===== src/rtl/core/sbmck_pkg.sv =====
`default_nettype none

package sbmck_pkg;

  // Configuration port geometry
  localparam int CFG_INDEX_W = 3;
  localparam int CFG_DATA_W  = 9;

  // Payload widths
  localparam int COLOR_W      = 4;
  localparam int ATTR_W       = 8;
  localparam int CELL_INDEX_W = 16;

  // Sides are held in a width that covers every sprite size up to 256
  localparam int SIDE_W = 9;

  // Linear index math: covers (510 * 256) + 255 + 510 and a cell store of 2**20
  localparam int IDX_W = 21;

  // Register indexes on the configuration port
  typedef enum logic [CFG_INDEX_W-1:0] {
    REG_SCREEN_WIDTH  = 3'd0,
    REG_START_X       = 3'd1,
    REG_START_Y       = 3'd2,
    REG_SPRITE_WIDTH  = 3'd3,
    REG_SPRITE_HEIGHT = 3'd4,
    REG_MIRROR        = 3'd5,
    REG_KEY_ENABLE    = 3'd6,
    REG_KEY_COLOR     = 3'd7
  } cfg_reg_t;

endpackage

`default_nettype wire


===== src/rtl/core/sbmck_walk.sv =====
`default_nettype none

module sbmck_walk #(
  parameter int MAX_SPRITE_SIDE = 64,
  parameter int CNT_W = 6
) (
  input  wire logic             clk,
  input  wire logic             rst,
  input  wire logic             advance,
  input  wire logic [6:0]       sprite_width,
  input  wire logic [6:0]       sprite_height,
  input  wire logic             mirror,
  output logic      [CNT_W-1:0] dcol,
  output logic      [CNT_W-1:0] row,
  output logic                  last
);
  import sbmck_pkg::*;

  localparam logic [SIDE_W-1:0] MAX_SIDE = SIDE_W'(MAX_SPRITE_SIDE);

  logic [CNT_W-1:0]  col_count;
  logic [CNT_W-1:0]  row_count;
  logic [CNT_W-1:0]  col_count_next;
  logic [CNT_W-1:0]  row_count_next;
  logic [SIDE_W-1:0] w_eff;
  logic [SIDE_W-1:0] h_eff;
  logic [SIDE_W-1:0] w_m1;
  logic [SIDE_W-1:0] h_m1;
  logic [CNT_W-1:0]  col;
  logic              col_wrap;
  logic              row_wrap;

  // Clamp the sizes into 1..MAX_SPRITE_SIDE
  always_comb begin
    w_eff = SIDE_W'(sprite_width);
    h_eff = SIDE_W'(sprite_height);
    if (w_eff == '0) begin
      w_eff = SIDE_W'(1);
    end else if (w_eff > MAX_SIDE) begin
      w_eff = MAX_SIDE;
    end
    if (h_eff == '0) begin
      h_eff = SIDE_W'(1);
    end else if (h_eff > MAX_SIDE) begin
      h_eff = MAX_SIDE;
    end
    w_m1 = w_eff - SIDE_W'(1);
    h_m1 = h_eff - SIDE_W'(1);
  end

  // Pull a counter left beyond a shrunken size back to the last position
  always_comb begin
    col = (SIDE_W'(col_count) >= w_eff) ? CNT_W'(w_m1) : col_count;
    row = (SIDE_W'(row_count) >= h_eff) ? CNT_W'(h_m1) : row_count;
    col_wrap = (SIDE_W'(col) == w_m1);
    row_wrap = (SIDE_W'(row) == h_m1);
    last = col_wrap && row_wrap;
    dcol = mirror ? CNT_W'(w_m1 - SIDE_W'(col)) : col;
  end

  always_comb begin
    if (col_wrap) begin
      col_count_next = '0;
      row_count_next = row_wrap ? '0 : row + CNT_W'(1);
    end else begin
      col_count_next = col + CNT_W'(1);
      row_count_next = row;
    end
  end

  always_ff @(posedge clk) begin
    if (rst) begin
      col_count <= '0;
      row_count <= '0;
    end else if (advance) begin
      col_count <= col_count_next;
      row_count <= row_count_next;
    end
  end

`ifndef SYNTHESIS
  a_wrap_to_origin: assert property (@(posedge clk) disable iff (rst)
    advance && last |=> col_count == '0 && row_count == '0)
    else $error("walk did not return to origin after last pixel");

  a_hold_when_idle: assert property (@(posedge clk) disable iff (rst)
    !advance |=> $stable(col_count) && $stable(row_count))
    else $error("counters moved without an accepted pixel");

  a_dcol_in_sprite: assert property (@(posedge clk) disable iff (rst)
    SIDE_W'(dcol) < w_eff && SIDE_W'(row) < h_eff)
    else $error("position outside sprite");
`endif

endmodule

`default_nettype wire


===== src/rtl/core/sprite_blit_mirror_color_key.sv =====
// Sprite blitter: turns a stream of sprite pixels into text-cell writes.
// Input channel (in_valid / in_stall / pixel_color): one pixel per
// transaction, in row-major sprite order. Output channel (out_valid /
// out_stall / cell_index, attribute, attribute_write, sprite_done,
// out_of_range): one cell-pair write per pixel that lands on or below the
// screen top; pixels of rows above the top give no transaction.
// Configuration: cfg_we writes cfg_data into register cfg_index; write only
// while the block is empty.
// Pipeline: two register stages from port to port (input register, then
// result register holding the 9x9 multiply and index add).
// Throughput: 1 pixel per cycle while out_stall is low.
// Stall: a stalled result holds; the input register still takes one more
// pixel, then in_stall rises until the result register frees up.
// Reset: registers return to 80, 0, 0, 8, 8, 0, 0, 0; the column and row
// counters return to the sprite origin; both stages empty.
`default_nettype none

module sprite_blit_mirror_color_key #(
  parameter int MAX_SPRITE_SIDE = 64,
  parameter int SCREEN_CELLS    = 65536
) (
  input  wire logic                                clk,
  input  wire logic                                rst,
  input  wire logic                                cfg_we,
  input  wire logic [sbmck_pkg::CFG_INDEX_W-1:0]   cfg_index,
  input  wire logic [sbmck_pkg::CFG_DATA_W-1:0]    cfg_data,
  input  wire logic                                in_valid,
  output logic                                     in_stall,
  input  wire logic [sbmck_pkg::COLOR_W-1:0]       pixel_color,
  output logic                                     out_valid,
  input  wire logic                                out_stall,
  output logic      [sbmck_pkg::CELL_INDEX_W-1:0]  cell_index,
  output logic      [sbmck_pkg::ATTR_W-1:0]        attribute,
  output logic                                     attribute_write,
  output logic                                     sprite_done,
  output logic                                     out_of_range
);
  import sbmck_pkg::*;

  localparam int CNT_W = (MAX_SPRITE_SIDE > 1) ? $clog2(MAX_SPRITE_SIDE) : 1;
  localparam logic [IDX_W-1:0] LAST_FIT = IDX_W'(SCREEN_CELLS - 1);

  // Configuration registers
  logic [8:0]         screen_width;
  logic [7:0]         start_x;
  logic [8:0]         start_y;
  logic [6:0]         sprite_width;
  logic [6:0]         sprite_height;
  logic               mirror;
  logic               key_enable;
  logic [COLOR_W-1:0] key_color;

  // Input stage
  logic               s1_valid;
  logic [COLOR_W-1:0] s1_color;
  logic [CNT_W-1:0]   s1_dcol;
  logic [CNT_W-1:0]   s1_row;
  logic               s1_last;

  logic               in_accept;
  logic               s2_free;
  logic               s1_move;
  logic [CNT_W-1:0]   walk_dcol;
  logic [CNT_W-1:0]   walk_row;
  logic               walk_last;

  // Index math
  logic [9:0]         drow;
  logic               keep;
  logic [17:0]        row_base;
  logic [IDX_W-1:0]   idx;
  logic               oor;
  logic               transparent;

  always_ff @(posedge clk) begin
    if (rst) begin
      screen_width  <= 9'd80;
      start_x       <= '0;
      start_y       <= '0;
      sprite_width  <= 7'd8;
      sprite_height <= 7'd8;
      mirror        <= 1'b0;
      key_enable    <= 1'b0;
      key_color     <= '0;
    end else if (cfg_we) begin
      case (cfg_reg_t'(cfg_index))
        REG_SCREEN_WIDTH:  screen_width  <= cfg_data;
        REG_START_X:       start_x       <= cfg_data[7:0];
        REG_START_Y:       start_y       <= cfg_data;
        REG_SPRITE_WIDTH:  sprite_width  <= cfg_data[6:0];
        REG_SPRITE_HEIGHT: sprite_height <= cfg_data[6:0];
        REG_MIRROR:        mirror        <= cfg_data[0];
        REG_KEY_ENABLE:    key_enable    <= cfg_data[0];
        REG_KEY_COLOR:     key_color     <= cfg_data[COLOR_W-1:0];
        default: ;
      endcase
    end
  end

  // Handshake: the result register frees when empty or being taken;
  // the input register moves on whenever the result register frees.
  assign s2_free   = !out_valid || !out_stall;
  assign in_stall  = s1_valid && !s2_free;
  assign in_accept = in_valid && !in_stall;
  assign s1_move   = s1_valid && s2_free;

  // Walk the sprite: counters advance once per accepted pixel
  sbmck_walk #(
    .MAX_SPRITE_SIDE (MAX_SPRITE_SIDE),
    .CNT_W           (CNT_W)
  ) u_walk (
    .clk           (clk),
    .rst           (rst),
    .advance       (in_accept),
    .sprite_width  (sprite_width),
    .sprite_height (sprite_height),
    .mirror        (mirror),
    .dcol          (walk_dcol),
    .row           (walk_row),
    .last          (walk_last)
  );

  always_ff @(posedge clk) begin
    if (rst) begin
      s1_valid <= 1'b0;
    end else if (in_accept) begin
      s1_valid <= 1'b1;
    end else if (s2_free) begin
      s1_valid <= 1'b0;
    end
  end

  always_ff @(posedge clk) begin
    if (in_accept) begin
      s1_color <= pixel_color;
      s1_dcol  <= walk_dcol;
      s1_row   <= walk_row;
      s1_last  <= walk_last;
    end
  end

  // Destination row: signed start row plus sprite row; negative means
  // above the screen top, so drop the pixel.
  always_comb begin
    drow        = {start_y[8], start_y} + 10'(s1_row);
    keep        = !drow[9];
    row_base    = drow[8:0] * screen_width;
    idx         = IDX_W'(row_base) + IDX_W'(start_x) + IDX_W'({s1_dcol, 1'b0});
    // The right cell of the pair must fit too
    oor         = idx >= LAST_FIT;
    transparent = key_enable && (s1_color == key_color);
  end

  always_ff @(posedge clk) begin
    if (rst) begin
      out_valid <= 1'b0;
    end else if (s2_free) begin
      out_valid <= s1_valid && keep;
    end
  end

  always_ff @(posedge clk) begin
    if (s1_move) begin
      cell_index      <= oor ? '0 : idx[CELL_INDEX_W-1:0];
      attribute       <= {s1_color, s1_color};
      attribute_write <= !oor && !transparent;
      sprite_done     <= s1_last;
      out_of_range    <= oor;
    end
  end

`ifndef SYNTHESIS
  a_oor_drops_write: assert property (@(posedge clk) disable iff (rst)
    out_valid && out_of_range |-> !attribute_write && cell_index == '0)
    else $error("out-of-range result still writes");

  a_full_pipe_stalls: assert property (@(posedge clk) disable iff (rst)
    s1_valid && out_valid && out_stall |-> in_stall)
    else $error("input taken with both stages held");

  a_held_pixel_moves: assert property (@(posedge clk) disable iff (rst)
    s1_valid && s2_free && !in_accept |=> !s1_valid)
    else $error("input stage failed to drain");
`endif

endmodule

`default_nettype wire

===== config.mk =====
export PLATFORM = sky130hd
export DESIGN_NAME = sprite_blit_mirror_color_key
export DESIGN_NICKNAME = d
export VERILOG_FILES = /design/src/rtl/core/sbmck_pkg.sv /design/src/rtl/core/sbmck_walk.sv /design/src/rtl/core/sprite_blit_mirror_color_key.sv
export SDC_FILE = /design/constraint.sdc
export NUM_CORES = 1
export LEC_CHECK = 0
export ABC_CLOCK_PERIOD_IN_PS = 20500
export BUFFER_PORTS_ARGS = -buffer_cell sky130_fd_sc_hd__buf_4
export CELL_PAD_IN_SITES_DETAIL_PLACEMENT = 1
export CELL_PAD_IN_SITES_GLOBAL_PLACEMENT = 1
export CORE_MARGIN = 5
export CORE_UTILIZATION = 47
export CTS_CLUSTER_DIAMETER = 100
export CTS_CLUSTER_SIZE = 25
export DETAILED_ROUTE_END_ITERATION = 16
export GPL_TIMING_DRIVEN = 0
export PLACE_DENSITY = 0.8
export SYNTH_ARGS = -nofsm -noshare
export SYNTH_HDL_FRONTEND = slang
export SYNTH_SLANG_ARGS = --single-unit

===== constraint.sdc =====
create_clock -name clk -period 20.5 [get_ports clk]
set_input_delay 4.1 -clock clk [delete_from_list [all_inputs] [get_ports clk]]
set_output_delay 4.1 -clock clk [all_outputs]
set_load 0.05 [all_outputs]

==> flow_summary.toml, run 1 <==
[setup_path]
cp.arrival_ns = 4.57
worstReg2RegStart = "s1_row[0]"
cp-end-kind = "output pin"
cp-endpoint = "in_stall"
r2r_setup_slack_ns = 12.45
path_max_fanout = 3
crit_path_start = "out_stall"
cp.required_ns = 16.40
worstSetupPathType = "input port to output pin"
r2r_end = "cell_index[12]"
r2r_cells = 30
start_kind = "input port"

[floorplanning]
initial_utilization_pct = 48.1
ios = 50
dieArea_mm2 = 0.0214
core_mm2 = 0.0181
die_x_um = 146
placementRows = 49
die_h_um = 146

[routing]
drt-total-wl_mm = 23.1
vias_per_cell = 5.60
drc_errors = 0
drt_first_pass_iters = 4
drt_iter0_markers = 397
vias = 7003
wl_per_cell_um = 18.5
postRouteAntennaNets = 0

[clock_tree]
ctsResizeCount = 0
clockBufferDepth = 2
cts_root_buf = "clkbuf_16"
clock_sinks = 100
cts_tree = "built"
post-cts-setup-buffers = 0
cts_hold_buf = 0
cts_buffers = 9
htreeDepth = 3
clkTransAtPathRegs_ns = 0.07
clk_latency_ns = 0.36

[yosys]
postSynthNetCount = 1131
synth_edf_count = 40
synthTopCellsByArea = "fa_1 15%, dfxtp_1 14%, edfxtp_1 14%"
yosysWarnings = 0
seq_area_frac_synth_pct = 27.5
syn_avg_cell_area_um2 = 9.11
synth_ff_type = "dfxtp_1"
synth_area_mm2 = 0.00873
synth_top_area_share_pct = 14.7
ys_types = 74
yosys_register_bits = 100
async_flop_share_pct = 0
synth_top_area_cell = "fa_1"
syn_inst = 958

[timing]
worstMarginPinSlew_ns = 1.18
final-setup-viol-count = 0
drv_slew = 0
hold_viol_final = 0
rsz0062_at_grt = "false"
clock_skew_ns = 0.0112
timing.final.crit_share_pct = 42.3
period_minus_slack_ns = 8.67
slew_headroom_pct = 21.3
fin_setup_tns_ns = 0
fmax_mhz = 115
timing.hold.ws_ns = 0.427

[run]
drv_cap = 0

[worst_hold_path]
hp-class = "flop to flop"
hold_start = "s1_last"

[final_layout]
mostFrequentLayoutCell = "nand2_1"
stdcell_count = 1250
post-route-util_pct = 53.6
fin_nets = 1189
drive_gt1_share_pct = 9.79
syn_to_final_growth_pct = 11.4
num_antenna_cells = 0
final_cell_mix = "142 x nand2_1, 109 x inv_1, 88 x ha_1, 67 x a21oi_1, 64 x fa_1"

[global_routing]
grt_use_total_pct = 22.0
grt_max_degree = 24
antenna_found_initial = 0
grt_pass1_wl_mm = 38.4
grt_pass1_vias = 7574
grt_overflow = 0

[power]
finalPower_mw = 0.689
p_sw_mw = 0.239
p_leak_nw = 4.43
vdd_drop_max_mv = 0.0464
clkPwrFrac_pct = 29.9
p_per_area_mw_per_mm2 = 70.8
seqPwrFrac_pct = 34.1
internal_power_mw = 0.449
switching_share_pct = 34.8
power_frac_comb_pct = 36.0

[placement]
dp.final_hpwl_mm = 18.3
place_inst = 1234
numPortBuffers = 47
place.gp.congestion = 0.857

[status]
status = "finished clean"
## registers in the layout (all words and copies together), names as in the netlist, 4 cells and up
register and count:
sprite_width 7, start_x 8, screen_width 9, s1_dcol 6
s1_row 6, u_walk.row_count 6, attribute 4, key_color 4
sprite_height 7, u_walk.col_count 6, s1_color 4, start_y 9
cell_index 16
## worst min path at each step
stage               depth (start not counted)  slack, ns           to
floorplan                                   0       0.40  sprite_done
global route                                0       0.43  sprite_done
detailed placement                          0       0.41  sprite_done
CTS                                         0       0.42  sprite_done
finish                                      0       0.43  sprite_done
global placement                            0       0.41  sprite_done
## critical path: stages
cell and delay, ns:
buf_4 0.08, nand3_1 0.12, inv_1 0.08, buf_4 0.19
## routing by layer
| layer | global-route usage [%] | share of wire, % |
|---|---|---|
| met1 | 26.5 | 42 |
| met5 | 0 | 0 |
| met3 | 2.70 | 2.4 |
| met2 | 41.2 | 53 |
| met4 | 5.83 | 2.0 |
## metrics by stage
stage,area [µm²],worst slack (ns)
2_1_floorplan,8730,11.85
3_3_place_gp,9370,11.84
3_5_place_dp,9370,11.84
4_1_cts,9730,11.84
5_1_grt,9730,11.78
6_report,9730,11.83
## synthesized netlist by cell type (all sizes together), types with 6 or more instances
cell type	n
nand2	142
fa	64
nor3b	11
edfxtp	40
nand3b	7
a211oi	6
dfxtp	60
nor3	16
nand3	15
a21o	11
and2	42
o21a	6
clkbuf	23
o21ai	22
a21oi	67
xor2	12
nor2	29
nor2b	22
buf	14
inv	109
mux2i	17
xnor2	21
nand2b	22
ha	88
nand4	6
or3	6
## area by class of cell
type                            count  area (µm²)
Tap cell                          229         287
Sequential cell                   100        2400
Buffer                             37         206
Timing Repair Buffer               47         353
Inverter                          109         409
Clock buffer                       10         250
Clock inverter                      6         106
Multi-Input combinational cell    712        5710
Fill cell                        2127        8420
## kinds of logic (layout without fill, tap and decap cells)
logic type,after synthesis,after routing,synth area share [%]
xor gates and xnor gates,33,33,3.31
adders and majority gates,152,152,27.3
and+or+nand+nor,342,342,20.0
buffers and inverters,146,209,7.05
AOI/OAI and AO/OA,163,163,12.3
DFF,100,100,27.5
muxes,22,22,2.59
## power groups by stage
stage / clock (mW) / sequential [mW] / combinational (mW)
3_5_place_dp: 0 / 0.240 / 0.247
4_1_cts: 0.209 / 0.235 / 0.250
3_3_place_gp: 0 / 0.239 / 0.236
2_1_floorplan: 0 / 0.255 / 0.165
5_1_grt: 0.216 / 0.237 / 0.280
6_report: 0.206 / 0.235 / 0.248
Note: power is estimated with default switching activity, not from simulation.
==> run 2: changes to the inputs <==
--- a/config.mk
+++ b/config.mk
@@ -5,7 +5,8 @@
 export SDC_FILE = /design/constraint.sdc
 export NUM_CORES = 1
 export LEC_CHECK = 0
-export ABC_CLOCK_PERIOD_IN_PS = 20500
+export ABC_AREA = 1
+export ABC_CLOCK_PERIOD_IN_PS = 8500
 export BUFFER_PORTS_ARGS = -buffer_cell sky130_fd_sc_hd__buf_4
 export CELL_PAD_IN_SITES_DETAIL_PLACEMENT = 1
 export CELL_PAD_IN_SITES_GLOBAL_PLACEMENT = 1
@@ -15,7 +16,7 @@
 export CTS_CLUSTER_SIZE = 25
 export DETAILED_ROUTE_END_ITERATION = 16
 export GPL_TIMING_DRIVEN = 0
-export PLACE_DENSITY = 0.8
+export PLACE_DENSITY = 0.82
 export SYNTH_ARGS = -nofsm -noshare
 export SYNTH_HDL_FRONTEND = slang
 export SYNTH_SLANG_ARGS = --single-unit
==> constraint.sdc (replaced) <==
create_clock -name clk -period 8.5 [get_ports clk]
set_input_delay 1.7 -clock clk [delete_from_list [all_inputs] [get_ports clk]]
set_output_delay 1.7 -clock clk [all_outputs]
set_load 0.05 [all_outputs]
==> run 2 against run 1 <==
  * Worst hold slack gained 0.0020 ns
  * Highest routed layer unchanged
  * Count of clock-buffer cells in the layout shrank 1
  * Synthesized cell count grew 17%
  * Non-clock buffer count shrank 13
  * First-iteration DRC count shrank 49%
  * Flip-flop and latch count is the same
  * Global-route usage grew 0.82 points
  * Largest power group unchanged
  * Critical endpoint is now attribute_write
==> flow_summary.toml, run 2 <==
[status]
status = "finished clean"

[power]
p_sw_mw = 1.78
seqPwrFrac_pct = 19.9
switching_share_pct = 50.0
internal_power_mw = 1.78
p_per_area_mw_per_mm2 = 361
p_leak_nw = 4.91
vdd_drop_max_mv = 0.241
clkPwrFrac_pct = 13.5
power_frac_comb_pct = 66.6

[clock_tree]
ctsResizeCount = 0
post-cts-setup-buffers = 0
cts_tree = "built"
htreeDepth = 3
cts_hold_buf = 0
clk_latency_ns = 0.36
clkTransAtPathRegs_ns = 0.07
clockBufferDepth = 2
cts_root_buf = "clkbuf_16"
cts_buffers = 9
clock_sinks = 100

[routing]
vias_per_cell = 5.24
vias = 7432
postRouteAntennaNets = 0
drt_first_pass_iters = 4
drc_errors = 0
drt-total-wl_mm = 23.9
wl_per_cell_um = 16.9
drt_iter0_markers = 203

[floorplanning]
die_h_um = 147
initial_utilization_pct = 47.5
placementRows = 50
core_mm2 = 0.0186
dieArea_mm2 = 0.0217
ios = 50
die_x_um = 147

[timing]
rsz0062_at_grt = "false"
timing.final.ws_setup_ns = 1.06
hold_viol_final = 0
worstMarginPinSlew_ns = 0.968
drv_slew = 0
fin_setup_tns_ns = 0
final-setup-viol-count = 0
slew_headroom_pct = 33.8
fmax_mhz = 134
period_minus_slack_ns = 7.44
clock_skew_ns = 0.0103
timing.final.crit_share_pct = 87.5

[yosys]
yosys_register_bits = 100
synthTopCellsByArea = "fa_1 14%, dfxtp_1 14%, edfxtp_1 14%"
synth_edf_count = 40
postSynthNetCount = 1294
synth_most_common_cell = "inv_1"
yosysWarnings = 0
syn_inst = 1121
synth_area_mm2 = 0.00885
seq_area_frac_synth_pct = 27.1
async_flop_share_pct = 0
netlist_top_cells_count = "214 x inv_1, 198 x nand2_1, 143 x nor2_1, 88 x ha_1, 66 x a21oi_1"
ys_types = 55
synth_top_area_share_pct = 14.5
synth_top_area_cell = "fa_1"
synth_ff_type = "dfxtp_1"
syn_avg_cell_area_um2 = 7.90

[global_routing]
grt_use_total_pct = 22.8
grt_pass1_vias = 8188
antenna_found_initial = 0
grt_pass1_wl_mm = 40.0
grt_overflow = 0
grt_max_degree = 27

[setup_path]
cp.required_ns = 8.59
cp.arrival_ns = 7.53
path_max_fanout = 10
cp_num_cells = 34
r2r_cells = 34
worst_path_most_repeated_cell = "fa_1"
cpPeakStageDelay_ns = 0.54
cp-end-kind = "flop"
start_kind = "flop"
worstSetupPathType = "flop to flop"
slowest_stage = "fa_1"
cp_top_family = "adder cells"
path_buf_inv = 7

[final_layout]
top_register = "cell_index"
multi_input_area_mm2 = 0.00549
largest_reg_flops = 16
mostFrequentLayoutCell = "inv_1"
fin_nets = 1353
fillerInstances = 2327
final_cell_mix = "214 x inv_1, 198 x nand2_1, 143 x nor2_1, 88 x ha_1, 65 x a21oi_1"
seqCellArea_mm2 = 0.00240
drive_gt1_share_pct = 10.2
largestRegisters = "cell_index x16, screen_width x9, start_y x9"
num_antenna_cells = 0
syn_to_final_growth_pct = 11.3

[placement]
dp.final_hpwl_mm = 19.5
preCtsSetupSlack_ns = 1.08
place.gp.congestion = 0.862
numPortBuffers = 47

[worst_hold_path]
min_path_cells = 0
hp-class = "flop to flop"

[run]
drv_cap = 0
-- run 2: cell types whose count changed in the layout (fill, tap and decap cells not counted), moves of 17 or more --
cell      change
inv_1       +105
mux2i_1      -17
nor2b_1      -22
o21ai_0      +38
and2_1       -40
nand2b_1     -22
nand3_1      +28
nor2_1      +114
nand2_1      +56
-- run 2: cell families (layout without fill, tap and decap cells) --
family | after synthesis | in the layout | synth area share (%)
AOI/OAI and AO/OA | 161 | 161 | 10.3
xor gates and xnor gates | 25 | 25 | 2.56
adders and majority gates | 152 | 152 | 26.9
buffers and inverters | 245 | 309 | 11.0
DFF | 100 | 100 | 27.1
and+or+nand+nor | 438 | 438 | 22.1
-- run 2: path summary, 6_finish.rpt --
path         slack (ns)         endpoint        from
max                1.06  attribute_write  start_y[0]
min                0.43      sprite_done     s1_last
max reg2reg        1.06  attribute_write  start_y[0]
min reg2reg        0.43      sprite_done     s1_last
-- run 2: final cells by class --
cell class | instances | area share, %
inverter | 222 | 8.48
clock inverter | 7 | 1.16
clock buffer | 9 | 2.28
multi-input combinational | 776 | 55.6
sequential | 100 | 24.4
timing repair buffer | 48 | 3.73
tap | 234 | 2.97
buffer | 23 | 1.36
-- run 2: routing by layer --
| layer | vias up | share of wire [%] | global-route usage [%] |
|---|---|---|---|
| met5 | - | 0 | 0 |
| met4 | 0 | 2.6 | 7.36 |
| met3 | 38 | 2.4 | 3.33 |
| met2 | 87 | 54 | 45.0 |
| met1 | 3661 | 41 | 24.7 |
| li1 | 3646 | - | - |
-- run 2: stage by stage --
stage	hold slack, ns	total power [mW]	utilization, %	instances	cell area (µm²)
after floorplan	0.400	2.53	-	1121	8850
after global placement	0.412	2.98	51.0	1402	9500
after detailed placement	0.409	3.09	51.1	1403	9520
after CTS	0.432	3.60	52.9	1419	9860
after global routing	0.452	3.94	52.9	1419	9860
final	0.429	3.56	52.9	1419	9860
-- run 2: worst register-to-register path, delay by kind of cell (launching register included) --
kind                     cells  cell delay [ns]
adder cells (fa/ha/maj)      8             3.34
XOR/XNOR                     2             0.67
flip-flops                   1             0.34
AO/OA/AOI/OAI                4             0.73
buffers and inverters        7             0.58
AND/OR/NAND/NOR             13             1.51
-- run 2: power groups by stage --
stage / clock network [mW] / registers (mW) / logic (mW)
2_1_floorplan: 0 / 0.802 / 1.73
3_3_place_gp: 0 / 0.718 / 2.26
3_5_place_dp: 0 / 0.719 / 2.37
4_1_cts: 0.487 / 0.709 / 2.40
5_1_grt: 0.508 / 0.718 / 2.71
6_report: 0.480 / 0.709 / 2.37
==> run 3: changes to the inputs <==
--- a/config.mk
+++ b/config.mk
@@ -8,15 +8,15 @@
 export ABC_AREA = 1
 export ABC_CLOCK_PERIOD_IN_PS = 8500
 export BUFFER_PORTS_ARGS = -buffer_cell sky130_fd_sc_hd__buf_4
-export CELL_PAD_IN_SITES_DETAIL_PLACEMENT = 1
-export CELL_PAD_IN_SITES_GLOBAL_PLACEMENT = 1
+export CELL_PAD_IN_SITES_DETAIL_PLACEMENT = 0
+export CELL_PAD_IN_SITES_GLOBAL_PLACEMENT = 2
 export CORE_MARGIN = 5
-export CORE_UTILIZATION = 47
+export CORE_UTILIZATION = 38
 export CTS_CLUSTER_DIAMETER = 100
 export CTS_CLUSTER_SIZE = 25
 export DETAILED_ROUTE_END_ITERATION = 16
 export GPL_TIMING_DRIVEN = 0
-export PLACE_DENSITY = 0.82
+export PLACE_DENSITY = 0.83
 export SYNTH_ARGS = -nofsm -noshare
 export SYNTH_HDL_FRONTEND = slang
 export SYNTH_SLANG_ARGS = --single-unit
==> run 3 against run 2 <==
  * Count of clock-buffer cells in the layout grew 1
  * First-iteration DRC count grew 86%
  * Core utilization shrank 9.4 points
  * Worst hold slack lost 0.0083 ns
  * Clock power shrank 19%
  * Clock skew grew 0.0024 ns
  * Sequential share of layout area shrank 0.089 points
  * Register-to-register slack is essentially flat
  * Flip-flop and latch count is the same
  * Critical path depth is the same
  * Cell count grew 5.6%
  * Fmax grew 0.11%
==> flow_summary.toml, run 3 (same netlist as run 2, synthesis figures left out) <==
[routing]
routed.top_layer = "met4"
drt_iter0_markers = 378
wl_met2_mm = 11.4
drt_first_pass_iters = 5
postRouteAntennaNets = 0
vias = 6962
drc_errors = 0
drt-total-wl_mm = 21.7
routed-wl-met3_um = 429
vias_per_cell = 4.65
wl_met1_mm = 9.75
wl_per_cell_um = 14.5

[setup_path]
path_buf_inv = 7
cp-end-kind = "flop"
worstSetupPathType = "flop to flop"
cp_top_family = "adder cells"
start_kind = "flop"
worst_path_most_repeated_cell = "fa_1"
cpPeakStageDelay_ns = 0.55
path_max_fanout = 10
r2r_setup_slack_ns = 1.07
slowest_stage = "fa_1"
cp.arrival_ns = 7.51
cp.required_ns = 8.58

[timing]
slew_headroom_pct = 39.0
rsz0062_at_grt = "false"
final-setup-viol-count = 0
worstMarginPinSlew_ns = 0.891
clock_skew_ns = 0.0126
timing.final.crit_share_pct = 87.4
hold_viol_final = 0
fin_setup_tns_ns = 0
period_minus_slack_ns = 7.43
drv_slew = 0
fmax_mhz = 135

[floorplanning]
dieArea_mm2 = 0.0265
ios = 50
core_mm2 = 0.0228
die_x_um = 163
initial_utilization_pct = 38.9
placementRows = 55
die_h_um = 163

[global_routing]
antenna_found_initial = 0
grt_max_degree = 27
grt_overflow = 0
grt_pass1_wl_mm = 36.1
grt_pass1_vias = 7061
grt_use_total_pct = 16.9

[status]
status = "finished clean"

[clock_tree]
htreeDepth = 3
clock_sinks = 100
post-cts-setup-buffers = 0
clockBufferDepth = 2
cts_buffers = 9
cts_root_buf = "clkbuf_16"
cts_tree = "built"
cts_hold_buf = 0
ctsResizeCount = 0
clkTransAtPathRegs_ns = 0.07
clk_latency_ns = 0.35

[final_layout]
final_cell_mix = "214 x inv_1, 198 x nand2_1, 143 x nor2_1, 88 x ha_1, 65 x a21oi_1"
largest_reg_flops = 16
top_register = "cell_index"
num_antenna_cells = 0
largestRegisters = "cell_index x16, screen_width x9, start_y x9"
fin_nets = 1353
post-route-util_pct = 43.4
mostFrequentLayoutCell = "inv_1"
stdcell_count = 1498
drive_gt1_share_pct = 10.3
syn_to_final_growth_pct = 11.7

[placement]
place.gp.congestion = 0.818
dp.final_hpwl_mm = 18.2
place_inst = 1482
numPortBuffers = 47

[power]
p_leak_nw = 4.87
p_per_area_mw_per_mm2 = 344
vdd_drop_max_mv = 0.194

[worst_hold_path]
hp-class = "flop to flop"

[run]
drv_cap = 0
==> run 3: final timing paths <==
check                                from              end  cells after the start
worst min-delay path              s1_last      sprite_done                      0
worst min register to register    s1_last      sprite_done                      0
worst max-delay path            s1_row[0]  attribute_write                     34
worst max register to register  s1_row[0]  attribute_write                     34
==> run 3: through the flow <==
stage | hold WS (ns) | power (mW) | area, µm² | setup WS, ns
CTS | 0.423 | 3.47 | 9890 | 0.952
global route | 0.442 | 3.81 | 9890 | 0.413
global placement | 0.401 | 3.06 | 9600 | 0.981
finish | 0.421 | 3.40 | 9890 | 1.07
floorplan | 0.400 | 2.53 | 8850 | 1.92
detailed placement | 0.406 | 3.06 | 9620 | 0.965
==> run 3: worst register-to-register path, delay by kind of cell (launching register included) <==
family / cells / cell delay, ns
and+or+nand+nor: 13 / 1.49
buffers and inverters: 7 / 0.55
xor gates and xnor gates: 2 / 0.72
DFF: 1 / 0.35
AOI/OAI and AO/OA: 4 / 0.75
adders and majority gates: 8 / 3.32
==> run 3: per-layer routing <==
metal | track usage (%) | up-vias
li1 | - | 3654
met1 | 21.2 | 3240
met2 | 31.8 | 57
met3 | 1.92 | 11
met4 | 2.90 | 0
met5 | 0 | -
==> run 3: power breakdown <==
group	internal [mW]	total [mW]	switching [mW]
logic	0.821	2.30	1.48
registers	0.658	0.712	0.0540
clock network	0.201	0.391	0.190
==> run 3: final cells by class <==
type	instances	area [µm²]
Fill cell	2388	12900
Multi-Input combinational cell	776	5490
Sequential cell	100	2400
Inverter	222	836
Tap cell	313	392
Timing Repair Buffer	48	368
Clock buffer	10	229
Buffer	23	134
Clock inverter	6	47.5
